### src/rtl/core/deq_pkg.sv
// ----------------------------------------------------------------------------
// deq_pkg
// Shared types, sizes and codes for the double-ended queue and its cells.
// ----------------------------------------------------------------------------
package deq_pkg;

  // queue geometry
  localparam int DEPTH  = 16;
  localparam int CNT_W  = $clog2(DEPTH + 1);
  localparam int IDX_W  = $clog2(DEPTH);
  localparam int DATA_W = 32;

  // operation codes carried on the input beat
  localparam logic [2:0] FUNC_INS_FRONT = 3'd0;
  localparam logic [2:0] FUNC_INS_REAR  = 3'd1;
  localparam logic [2:0] FUNC_DEL_FRONT = 3'd2;
  localparam logic [2:0] FUNC_DEL_REAR  = 3'd3;
  localparam logic [2:0] FUNC_DISPLAY   = 3'd4;

  // status codes of a result beat
  localparam logic [1:0] STAT_OK    = 2'd0;
  localparam logic [1:0] STAT_EMPTY = 2'd1;
  localparam logic [1:0] STAT_FULL  = 2'd2;

  // control states
  typedef enum logic {
    ST_IDLE,
    ST_DISPLAY
  } deq_state_t;

  // what every cell does when clocked
  typedef enum logic [2:0] {
    CELL_HOLD,
    CELL_PUSH_FRONT,
    CELL_PUSH_REAR,
    CELL_POP_FRONT,
    CELL_ROTATE
  } cell_op_t;

  // command broadcast to the whole chain
  typedef struct packed {
    cell_op_t          op;
    logic [CNT_W-1:0]  count;
    logic [DATA_W-1:0] data;
  } cell_ctrl_t;

endpackage

### src/rtl/core/deq_cell.sv
// ----------------------------------------------------------------------------
// deq_cell
// One storage position of the queue chain; takes its value from a neighbor,
// from the broadcast data, or holds, as the broadcast command asks.
// ----------------------------------------------------------------------------
module deq_cell (
  input  logic                      clk,
  input  deq_pkg::cell_ctrl_t       ctrl,
  input  logic [deq_pkg::IDX_W-1:0] idx,
  input  logic [deq_pkg::DATA_W-1:0] left_val,
  input  logic [deq_pkg::DATA_W-1:0] right_val,
  output logic [deq_pkg::DATA_W-1:0] val
);
  import deq_pkg::*;

  logic [CNT_W-1:0]  pos;
  logic [DATA_W-1:0] val_next;

  assign pos = CNT_W'(idx);

  // pick the new content of this position
  always_comb begin
    val_next = val;
    case (ctrl.op)
      CELL_PUSH_FRONT: begin
        if (pos == '0) val_next = ctrl.data;
        else           val_next = left_val;
      end
      CELL_PUSH_REAR: begin
        if (pos == ctrl.count) val_next = ctrl.data;
      end
      CELL_POP_FRONT: begin
        val_next = right_val;
      end
      CELL_ROTATE: begin
        // front value wraps round to the rear position
        if (pos == ctrl.count - CNT_W'(1))     val_next = ctrl.data;
        else if (pos < ctrl.count - CNT_W'(1)) val_next = right_val;
      end
      default: val_next = val;
    endcase
  end

  // storage, no reset: positions beyond the fill count are never read
  always_ff @(posedge clk) begin
    val <= val_next;
  end

endmodule

### src/rtl/core/double_ended_queue.sv
// ----------------------------------------------------------------------------
// double_ended_queue
// Bounded double-ended queue of signed 32-bit values built as a chain of cells.
// ----------------------------------------------------------------------------
// Values sit in a row of DEPTH cells with the front always in cell 0. An
// insert or delete gives one status beat; inserting at the front shifts
// the whole row one cell toward the rear, deleting at the front shifts it
// one cell toward the front. A display first takes the command and then
// sends one stored value per cycle while the output beat is not stalled:
// each time the front cell is sent out and the row rotates one place, so
// after the last value it is back in order. The input is held off until
// the last value is sent, also while the output beat is stalled. A display
// of an empty queue, like an insert into a full one or a delete from an
// empty one, gives a single beat. Unused operation codes are taken and
// give no beat. A new input beat is taken whenever no display is running
// and the output register is free or being emptied in the same cycle.
// ----------------------------------------------------------------------------
module double_ended_queue (
  input  logic        clk,
  input  logic        rst,
  input  logic        s_tvalid,
  output logic        s_tready,
  input  logic [31:0] s_tdata,   // value[31:0]
  input  logic [2:0]  s_tuser,   // func[2:0]
  output logic        m_tvalid,
  input  logic        m_tready,
  output logic [31:0] m_tdata,   // item[31:0]
  output logic [2:0]  m_tuser,   // status[1:0], has_item[2]
  output logic        m_tlast
);
  import deq_pkg::*;

  deq_state_t        state, state_next;
  logic [CNT_W-1:0]  count, count_next;
  logic [CNT_W-1:0]  remain, remain_next;
  logic              out_free;
  logic              in_beat;
  logic              out_load;
  logic [1:0]        out_status;
  logic [DATA_W-1:0] out_item;
  logic              out_has_item;
  logic              out_last;
  cell_ctrl_t        ctrl;
  logic [DATA_W-1:0] cell_val [DEPTH];

  assign out_free = !m_tvalid || m_tready;
  assign s_tready = (state == ST_IDLE) && out_free;
  assign in_beat  = s_tvalid && s_tready;

  // next state
  always_comb begin
    state_next = state;
    unique case (state)
      ST_IDLE: begin
        if (in_beat && s_tuser == FUNC_DISPLAY && count != '0) state_next = ST_DISPLAY;
      end
      ST_DISPLAY: begin
        if (out_free && remain == CNT_W'(1)) state_next = ST_IDLE;
      end
      default: state_next = ST_IDLE;
    endcase
  end

  // chain command, fill count and result beat
  always_comb begin
    ctrl.op      = CELL_HOLD;
    ctrl.count   = count;
    ctrl.data    = s_tdata;
    count_next   = count;
    remain_next  = remain;
    out_load     = 1'b0;
    out_status   = STAT_OK;
    out_item     = '0;
    out_has_item = 1'b0;
    out_last     = 1'b1;
    unique case (state)
      ST_IDLE: begin
        if (in_beat) begin
          unique case (s_tuser) inside
            FUNC_INS_FRONT, FUNC_INS_REAR: begin
              out_load = 1'b1;
              if (count == CNT_W'(DEPTH)) begin
                out_status = STAT_FULL;
              end else begin
                ctrl.op    = (s_tuser == FUNC_INS_FRONT) ? CELL_PUSH_FRONT : CELL_PUSH_REAR;
                count_next = count + CNT_W'(1);
              end
            end
            FUNC_DEL_FRONT, FUNC_DEL_REAR: begin
              out_load = 1'b1;
              if (count == '0) begin
                out_status = STAT_EMPTY;
              end else begin
                if (s_tuser == FUNC_DEL_FRONT) ctrl.op = CELL_POP_FRONT;
                count_next = count - CNT_W'(1);
              end
            end
            FUNC_DISPLAY: begin
              if (count == '0) begin
                out_load   = 1'b1;
                out_status = STAT_EMPTY;
              end else begin
                remain_next = count;
              end
            end
            default: begin
              // unused code: taken, no beat
            end
          endcase
        end
      end
      ST_DISPLAY: begin
        if (out_free) begin
          ctrl.op      = CELL_ROTATE;
          ctrl.data    = cell_val[0];
          out_load     = 1'b1;
          out_item     = cell_val[0];
          out_has_item = 1'b1;
          out_last     = (remain == CNT_W'(1));
          remain_next  = remain - CNT_W'(1);
        end
      end
      default: begin
      end
    endcase
  end

  // control registers
  always_ff @(posedge clk) begin
    if (rst) begin
      state    <= ST_IDLE;
      count    <= '0;
      remain   <= '0;
      m_tvalid <= 1'b0;
    end else begin
      state  <= state_next;
      count  <= count_next;
      remain <= remain_next;
      if (out_load)      m_tvalid <= 1'b1;
      else if (m_tready) m_tvalid <= 1'b0;
    end
  end

  // output beat register
  always_ff @(posedge clk) begin
    if (out_load) begin
      m_tdata <= out_item;
      m_tuser <= {out_has_item, out_status};
      m_tlast <= out_last;
    end
  end

  // chain of storage cells, front in cell 0
  for (genvar g = 0; g < DEPTH; g++) begin : g_cell
    logic [DATA_W-1:0] left_in;
    logic [DATA_W-1:0] right_in;
    if (g == 0) begin : g_first
      assign left_in = ctrl.data;
    end else begin : g_mid_l
      assign left_in = cell_val[g-1];
    end
    if (g == DEPTH - 1) begin : g_last
      assign right_in = ctrl.data;
    end else begin : g_mid_r
      assign right_in = cell_val[g+1];
    end
    deq_cell u_cell (
      .clk       (clk),
      .ctrl      (ctrl),
      .idx       (IDX_W'(g)),
      .left_val  (left_in),
      .right_val (right_in),
      .val       (cell_val[g])
    );
  end

endmodule

### config.mk
export PLATFORM = sky130hd
export DESIGN_NAME = double_ended_queue
export DESIGN_NICKNAME = d
export VERILOG_FILES = /design/src/rtl/core/deq_pkg.sv /design/src/rtl/core/deq_cell.sv /design/src/rtl/core/double_ended_queue.sv
export SDC_FILE = /design/constraint.sdc
export NUM_CORES = 1
export LEC_CHECK = 0
export ABC_CLOCK_PERIOD_IN_PS = 9200
export CORE_ASPECT_RATIO = 2
export CORE_MARGIN = 3
export CORE_UTILIZATION = 55
export DETAILED_ROUTE_END_ITERATION = 8
export DONT_BUFFER_PORTS = 1
export PLACE_DENSITY = 0.7
export SYNTH_ARGS = -nofsm -noshare
export SYNTH_HDL_FRONTEND = slang
export SYNTH_HIERARCHICAL = 1
export SYNTH_SLANG_ARGS = --single-unit
### constraint.sdc
create_clock -name clk -period 9.2 [get_ports clk]
set_input_delay 1.84 -clock clk [delete_from_list [all_inputs] [get_ports clk]]
set_output_delay 1.84 -clock clk [all_outputs]
set_load 0.005 [all_outputs]
==> impl_metrics.yaml, run 1 <==
clocking:
  root_buffer: "clkbuf_16"
  cts.path.max_buffers: 3
  cts.repair.resized: 0
  numCtsBuffers: 51
  path_clk_slew_ns: 0.07
  cts_tree: "done"
  cts.sinks: 560
  cts_hold_buf: 0
  clk-insertion-delay-late_ns: 0.62
  cts_max_level: 2
  cts_setup_buffers: 0
global_route:
  grt_max_degree: 65
  grt_util_all_layers_pct: 24.21
  grt_remaining_overflow: 0
  grt_pass1_wl_mm: 139.4
  grt_pass1_vias: 28400
  antenna_found_initial: 0
worst_setup_path:
  cp_slowest_cell: "a21oi_4"
  crit_type: "primary input to flop"
  slowest_delay_ns: 0.75
  crit_path_max_fanout: 51
  critPathLaunchType: "primary input"
  required_ns: 9.66
  crit_chain: "nand2b_1 -> buf_4 -> nand2_1 -> buf_4 -> inv_1 -> buf_4 -> nand2b_1 -> or3_4 -> a21oi_4 -> a221o_1"
  regToRegStartpoint: "count[1]"
  crit_top_cell: "buf_4"
  r2r_cells: 9
  r2r_end: "g_cell[0].u_cell/val[27]"
  rrSetupSlack_ns: 5.30
  end_kind: "flop"
  worstPathArrival_ns: 4.95
yosys:
  syn_inst: 3639
  synth_compound_area_share_pct: 25.73
  syn_avg_cell_area_sq_um: 9.736
  yosysWarnings: 6
  ys_ff_latch: 560
  synth-async-reset-ratio_pct: 0
  netlist_area_sq_mm: 0.03543
  yosys.area_share.simple_pct: 16.39
  synthDistinctLibCells: 59
  synthXorXnorAreaFrac_pct: 2.447
  synth_adder_area_share_pct: 3.058
  ys_dominant_reg_cell: "edfxtp_1"
  synthMuxAreaShare_pct: 0.02825
  synth_top_family_by_area: "compound AO/OA/AOI/OAI gates"
  yosysSeqAreaShare_pct: 47.12
  synth_edf_count: 548
die:
  coreArea_sq_mm: 0.06376
  start_util_pct: 55.57
  dieHeight_microns: 364.9
  die_area_sq_mm: 0.06769
  chipWidth_microns: 185.5
  fp-row-count: 131
  io_pins: 77
sta:
  hold_viol_final: 0
  fin_crit_sh_pct: 48.81
  period_minus_slack_ns: 4.490
  worstMarginPinSlew_ns: 1.097
  setup_viol: 0
  maxSlewViolCount: 0
  timing.final.ws_setup_ns: 4.710
  final.setup.tns_ns: 0
  slew_headroom_pct: 26.88
  clock-skew-final_ns: 0.02690
  rsz0062_at_grt: "false"
  whs_ns: 0.5379
  timing.fmax_ghz: 0.2227
worst_hold_path:
  hold_class: "flop to flop"
  min_to: "remain[3]"
  hp-start: "remain[3]"
  min_path_cells: 1
power:
  power_frac_seq_pct: 47.6
  power_frac_comb_pct: 19.6
  ir_drop_mv: 0.1307
  p_int_uw: 4708
  pwr-share-clk_pct: 32.8
  p_sw_share_pct: 27.88
  leakage_uw: 0.01421
  p_sw_uw: 1820
  powerDensity_mw_per_mm2: 171.9
final_layout:
  final_layout_size_suffix_gt1_share_pct: 6.491
  n_antenna_cell: 0
  fin_cells: 4557
  syn2layout_area_growth_pct: 7.204
  layout.nets: 3842
  final_common_cell: "nand2_1"
  layout_common_cells: "nand2_1, a21oi_1, edfxtp_1, a221o_1, conb_1"
placed_design:
  port_buffers: 0
  dp_slack_ns: 4.076
  gp_congestion: 0.7967
  place_inst: 4462
  dp_hpwl_mm: 63.63
run:
  maxCapViolCount: 0
drt:
  final_antenna_net_count: 0
  dr.pass1.iters: 5
  routed-via-count: 27550
  vias_per_cell: 6.046
  wire_per_inst_microns: 18.34
  drc: 0
  drtIter0Drc: 1822
  wl_mm: 83.59
run_status:
  status: "completed"
-- Yosys cell counts (10+ instances only) --
| master | count | area (sq um) |
|---|---|---|
| a21o_1 | 33 | 247.7 |
| a21oi_1 | 552 | 2763 |
| a21oi_4 | 16 | 260.3 |
| a221o_1 | 502 | 5025 |
| a221o_2 | 10 | 112.6 |
| and3_1 | 33 | 206.5 |
| buf_2 | 146 | 730.7 |
| buf_6 | 49 | 551.8 |
| clkbuf_1 | 77 | 289.0 |
| dfxtp_1 | 12 | 240.2 |
| edfxtp_1 | 548 | 16460 |
| ha_1 | 85 | 1064 |
| inv_1 | 71 | 266.5 |
| nand2_1 | 1052 | 3949 |
| nand2b_1 | 52 | 325.3 |
| nand4_1 | 34 | 212.7 |
| nor2_1 | 25 | 93.84 |
| nor2b_1 | 19 | 118.9 |
| nor3_1 | 36 | 180.2 |
| nor3b_2 | 16 | 200.2 |
| nor4_1 | 17 | 106.4 |
| o21ai_0 | 42 | 210.2 |
| o21ai_1 | 26 | 130.1 |
| o32a_1 | 16 | 160.2 |
| or3_4 | 16 | 180.2 |
| or4_1 | 18 | 135.1 |
| xnor2_1 | 67 | 586.8 |
| xor2_1 | 32 | 280.3 |
-- cell type report --
class                           count  area [sq um]
Fill cell                        5483         25780
Multi-Input combinational cell   2973         17920
Tap cell                          798         998.5
Clock inverter                     37         339.1
Inverter                           71         266.5
Clock buffer                       58          1303
Timing Repair Buffer               60         450.4
Sequential cell                   560         16700
-- registers in the layout, summed over array words and instances (netlist names) --
signal and cells:
remain 5, m_tuser 3, m_tvalid 1, count 5, state 1, m_tlast 1, m_tdata 32, g_cell.u_cell/val 512
-- power groups by stage --
stage               registers [uW]  logic [uW]  clock network (uW)
global placement              3150        1200                   0
CTS                           3110        1250                2200
finish                        3110        1280                2140
global route                  3120        1420                2290
floorplan                     3170        1010                   0
detailed placement            3160        1240                   0
-- worst max-delay path: cells and delay by family --
| kind | cells | cell delay, ns |
|---|---|---|
| AND/OR/NAND/NOR | 4 | 0.80 |
| buffers and inverters | 4 | 1.21 |
| AO/OA/AOI/OAI | 2 | 1.04 |
-- how the worst max path moves through the flow --
stage / endpoint / slack [ns] / start / depth (start not counted)
3_3_place_gp: g_cell[0].u_cell/val[16] / 4.09 / m_tready / 10
3_5_place_dp: g_cell[0].u_cell/val[27] / 4.08 / m_tready / 10
6_report: g_cell[0].u_cell/val[27] / 4.71 / m_tready / 10
2_1_floorplan: g_cell[0].u_cell/val[0] / 1.86 / count[2] / 7
4_1_cts: g_cell[0].u_cell/val[27] / 4.71 / m_tready / 10
5_1_grt: g_cell[0].u_cell/val[2] / 4.44 / m_tready / 10
-- per-layer routing --
| metal | wire length, microns | global-route usage [%] |
|---|---|---|
| met1 | 31080 | 25.18 |
| met5 | 0 | 0 |
| met4 | 1326 | 6.200 |
| met2 | 49010 | 50.50 |
| met3 | 2173 | 1.902 |
-- kinds of logic (layout without fill, tap and decap cells) --
kind of cell | Yosys count | after routing
flops | 560 | 560
mux | 1 | 1
other cells | 2 | 240
fa+ha+maj | 86 | 86
xor+xnor | 99 | 99
compound gates | 1217 | 1217
simple gates | 1330 | 1330
buf+inv | 344 | 226
-- metrics by stage --
stage	cell area, sq um	power [uW]	utilization (%)
2_1_floorplan	36330	4171	-
3_3_place_gp	36340	4356	57.00
3_5_place_dp	36340	4404	57.00
4_1_cts	37980	6552	59.57
5_1_grt	37980	6835	59.57
6_report	37980	6528	59.57
Power figures use the tool's default switching activity.
==> inputs of run 2 (changes only) <==
- ABC_CLOCK_PERIOD_IN_PS: 9200 -> 4059
- clock period: 9.2 -> 4.06 ns (I/O delays scaled with it)
==> run 2 against run 1 <==
Against the previous run: combinational power up 130%; wire length fell by 0.95%; largest cell class unchanged; via count down 0.55%; critical path type is now flop to flop; non-clock buffer count shrank 1; total power is 130% higher; core utilization is 0.34 points higher; clock-buffer cell count increased by 5; worst hold slack worse by 0.28 ns; global-route usage shrank 0.21 points; sequential share of layout area down 0.23 points; cell count about the same; highest routed layer unchanged; die area unchanged.
==> impl_metrics.yaml, run 2 (same netlist as run 1, synthesis figures left out) <==
run_status:
  status: "completed"
final_layout:
  design_area_sq_mm: 0.03820
  fillers: 5514
  final_layout_size_suffix_gt1_share_pct: 6.519
  top_register: "g_cell.u_cell/val"
  largest_reg_flops: 512
  n_antenna_cell: 0
  final_common_cell: "nand2_1"
  layout_common_cells: "nand2_1, a21oi_1, edfxtp_1, a221o_1, conb_1"
  top_regs: "g_cell.u_cell/val x512, m_tdata x32"
  layout.nets: 3841
  syn2layout_area_growth_pct: 7.819
sta:
  whs_ns: 0.2588
  worstMarginPinSlew_ns: 1.081
  timing.fmax_ghz: 0.2893
  period_minus_slack_ns: 3.456
  hold_viol_final: 0
  fin_crit_sh_pct: 85.13
  slew_headroom_pct: 27.91
  setup_viol: 0
  maxSlewViolCount: 0
  rsz0062_at_grt: "false"
  clock-skew-final_ns: 0.03195
die:
  die_area_sq_mm: 0.06769
  coreArea_sq_mm: 0.06376
  chipWidth_microns: 185.5
  fp-row-count: 131
  io_pins: 77
  start_util_pct: 55.57
  dieHeight_microns: 364.9
global_route:
  grt_pass1_wl_mm: 138.4
  grt_util_all_layers_pct: 24.00
  antenna_found_initial: 0
  grt_max_degree: 68
  grt_remaining_overflow: 0
  grt_pass1_vias: 27560
power:
  power_frac_seq_pct: 47.9
  p_int_uw: 10630
  powerDensity_mw_per_mm2: 385.8
  p_sw_uw: 4111
  ir_drop_mv: 0.3179
  leakage_uw: 0.01426
  power_frac_comb_pct: 19.7
  p_sw_share_pct: 27.90
  pwr-share-clk_pct: 32.4
worst_setup_path:
  crit_family: "simple AND/OR/NAND/NOR gates"
  crit_type: "flop to flop"
  r2r_cells: 7
  slowest_delay_ns: 0.70
  critPathLaunchType: "flop"
  r2r_end: "g_cell[2].u_cell/val[1]"
  regToRegStartpoint: "count[0]"
  worstPathArrival_ns: 3.93
  crit_path_max_fanout: 39
  end_kind: "flop"
  crit_chain: "or4_4 -> o211ai_4 -> nor3_4 -> nand2b_1 -> or3_4 -> a21oi_4 -> a221o_1"
  cp_slowest_cell: "a21oi_4"
  path_buf_inv: 0
  required_ns: 4.53
  rrSetupSlack_ns: 0.60
clocking:
  cts.sinks: 560
  cts_tree: "done"
  cts_setup_buffers: 0
  numCtsBuffers: 51
  cts.path.max_buffers: 3
  cts.repair.resized: 0
  path_clk_slew_ns: 0.07
  root_buffer: "clkbuf_16"
  cts_hold_buf: 0
  cts_max_level: 2
  clk-insertion-delay-late_ns: 0.62
placed_design:
  place_area_sq_mm: 0.03660
  gp_congestion: 0.8063
  port_buffers: 0
  dp_hpwl_mm: 63.89
drt:
  drtIter0Drc: 1804
  wl_mm: 82.80
  drc: 0
  wire_per_inst_microns: 18.17
  dr.pass1.iters: 6
  vias_per_cell: 6.014
  final_antenna_net_count: 0
  routed-via-count: 27400
worst_hold_path:
  min_path_cells: 1
  min_to: "count[1]"
  hold_class: "primary input to flop"
  hp-start: "rst"
run:
  maxCapViolCount: 0
[run 2: changes by cell type in the layout (fill, tap and decap cells not counted), moves of 4 or more]
cell / before / now
buf_12: 0 / 4
buf_4: 60 / 55
clkbuf_1: 7 / 12
clkinv_1: 9 / 19
clkinv_2: 18 / 3
o32a_1: 16 / 0
o32a_4: 0 / 16
[run 2: worst register-to-register path, stage by stage, from the launching register on]
cell      delay (ns)
dfxtp_2         0.56
or4_4           0.69
o211ai_4        0.32
nor3_4          0.10
nand2b_1        0.20
or3_4           0.43
a21oi_4         0.70
a221o_1         0.31
[run 2: power groups by stage]
stage	Sequential, uW	Clock [uW]	Combinational (uW)
after floorplan	7160	0	2320
after global placement	7160	0	2750
after detailed placement	7180	0	2840
after CTS	7060	4890	2850
after global routing	7100	5070	3250
final	7060	4770	2910
[run 2: through the flow]
stage / utilization [%] / setup slack (ns) / instances / total power [uW] / TNS (ns)
CTS: 59.91 / 0.5625 / 4556 / 14790 / 0
finish: 59.91 / 0.6039 / 4556 / 14740 / 0
global route: 59.91 / 0.4563 / 4556 / 15420 / 0
floorplan: - / -0.4032 / 3877 / 9482 / -355.25
global placement: 57.40 / 0.6639 / 4461 / 9908 / 0
detailed placement: 57.40 / 0.5803 / 4461 / 10020 / 0
[run 2: worst max path at each step]
stage,from,to,slack [ns],depth (start not counted)
after floorplan,count[2],g_cell[0].u_cell/val[21],-0.40,9
after global placement,count[0],g_cell[2].u_cell/val[18],0.66,7
after detailed placement,count[0],g_cell[2].u_cell/val[1],0.58,7
after CTS,count[0],g_cell[2].u_cell/val[1],0.56,7
after global routing,count[0],g_cell[2].u_cell/val[21],0.46,7
final,count[0],g_cell[2].u_cell/val[1],0.60,7
[run 2: layer usage]
metal	track usage, %	vias to the layer above	part of all wire [%]
li1	-	13770	-
met1	25.38	13000	37
met2	49.75	537	58
met3	1.783	94	2.6
met4	5.994	0	1.6
met5	0	-	0
[run 2: final cells by class]
cell class                      count  area, sq um  area share [%]
Timing Repair Buffer               59        493.0           1.290
Tap cell                          798        998.5           2.614
Inverter                           71        266.5          0.6977
Clock buffer                       63         1321           3.459
Sequential cell                   560        16710           43.75
Multi-Input combinational cell   2973        18130           47.46
Clock inverter                     32        280.3          0.7337
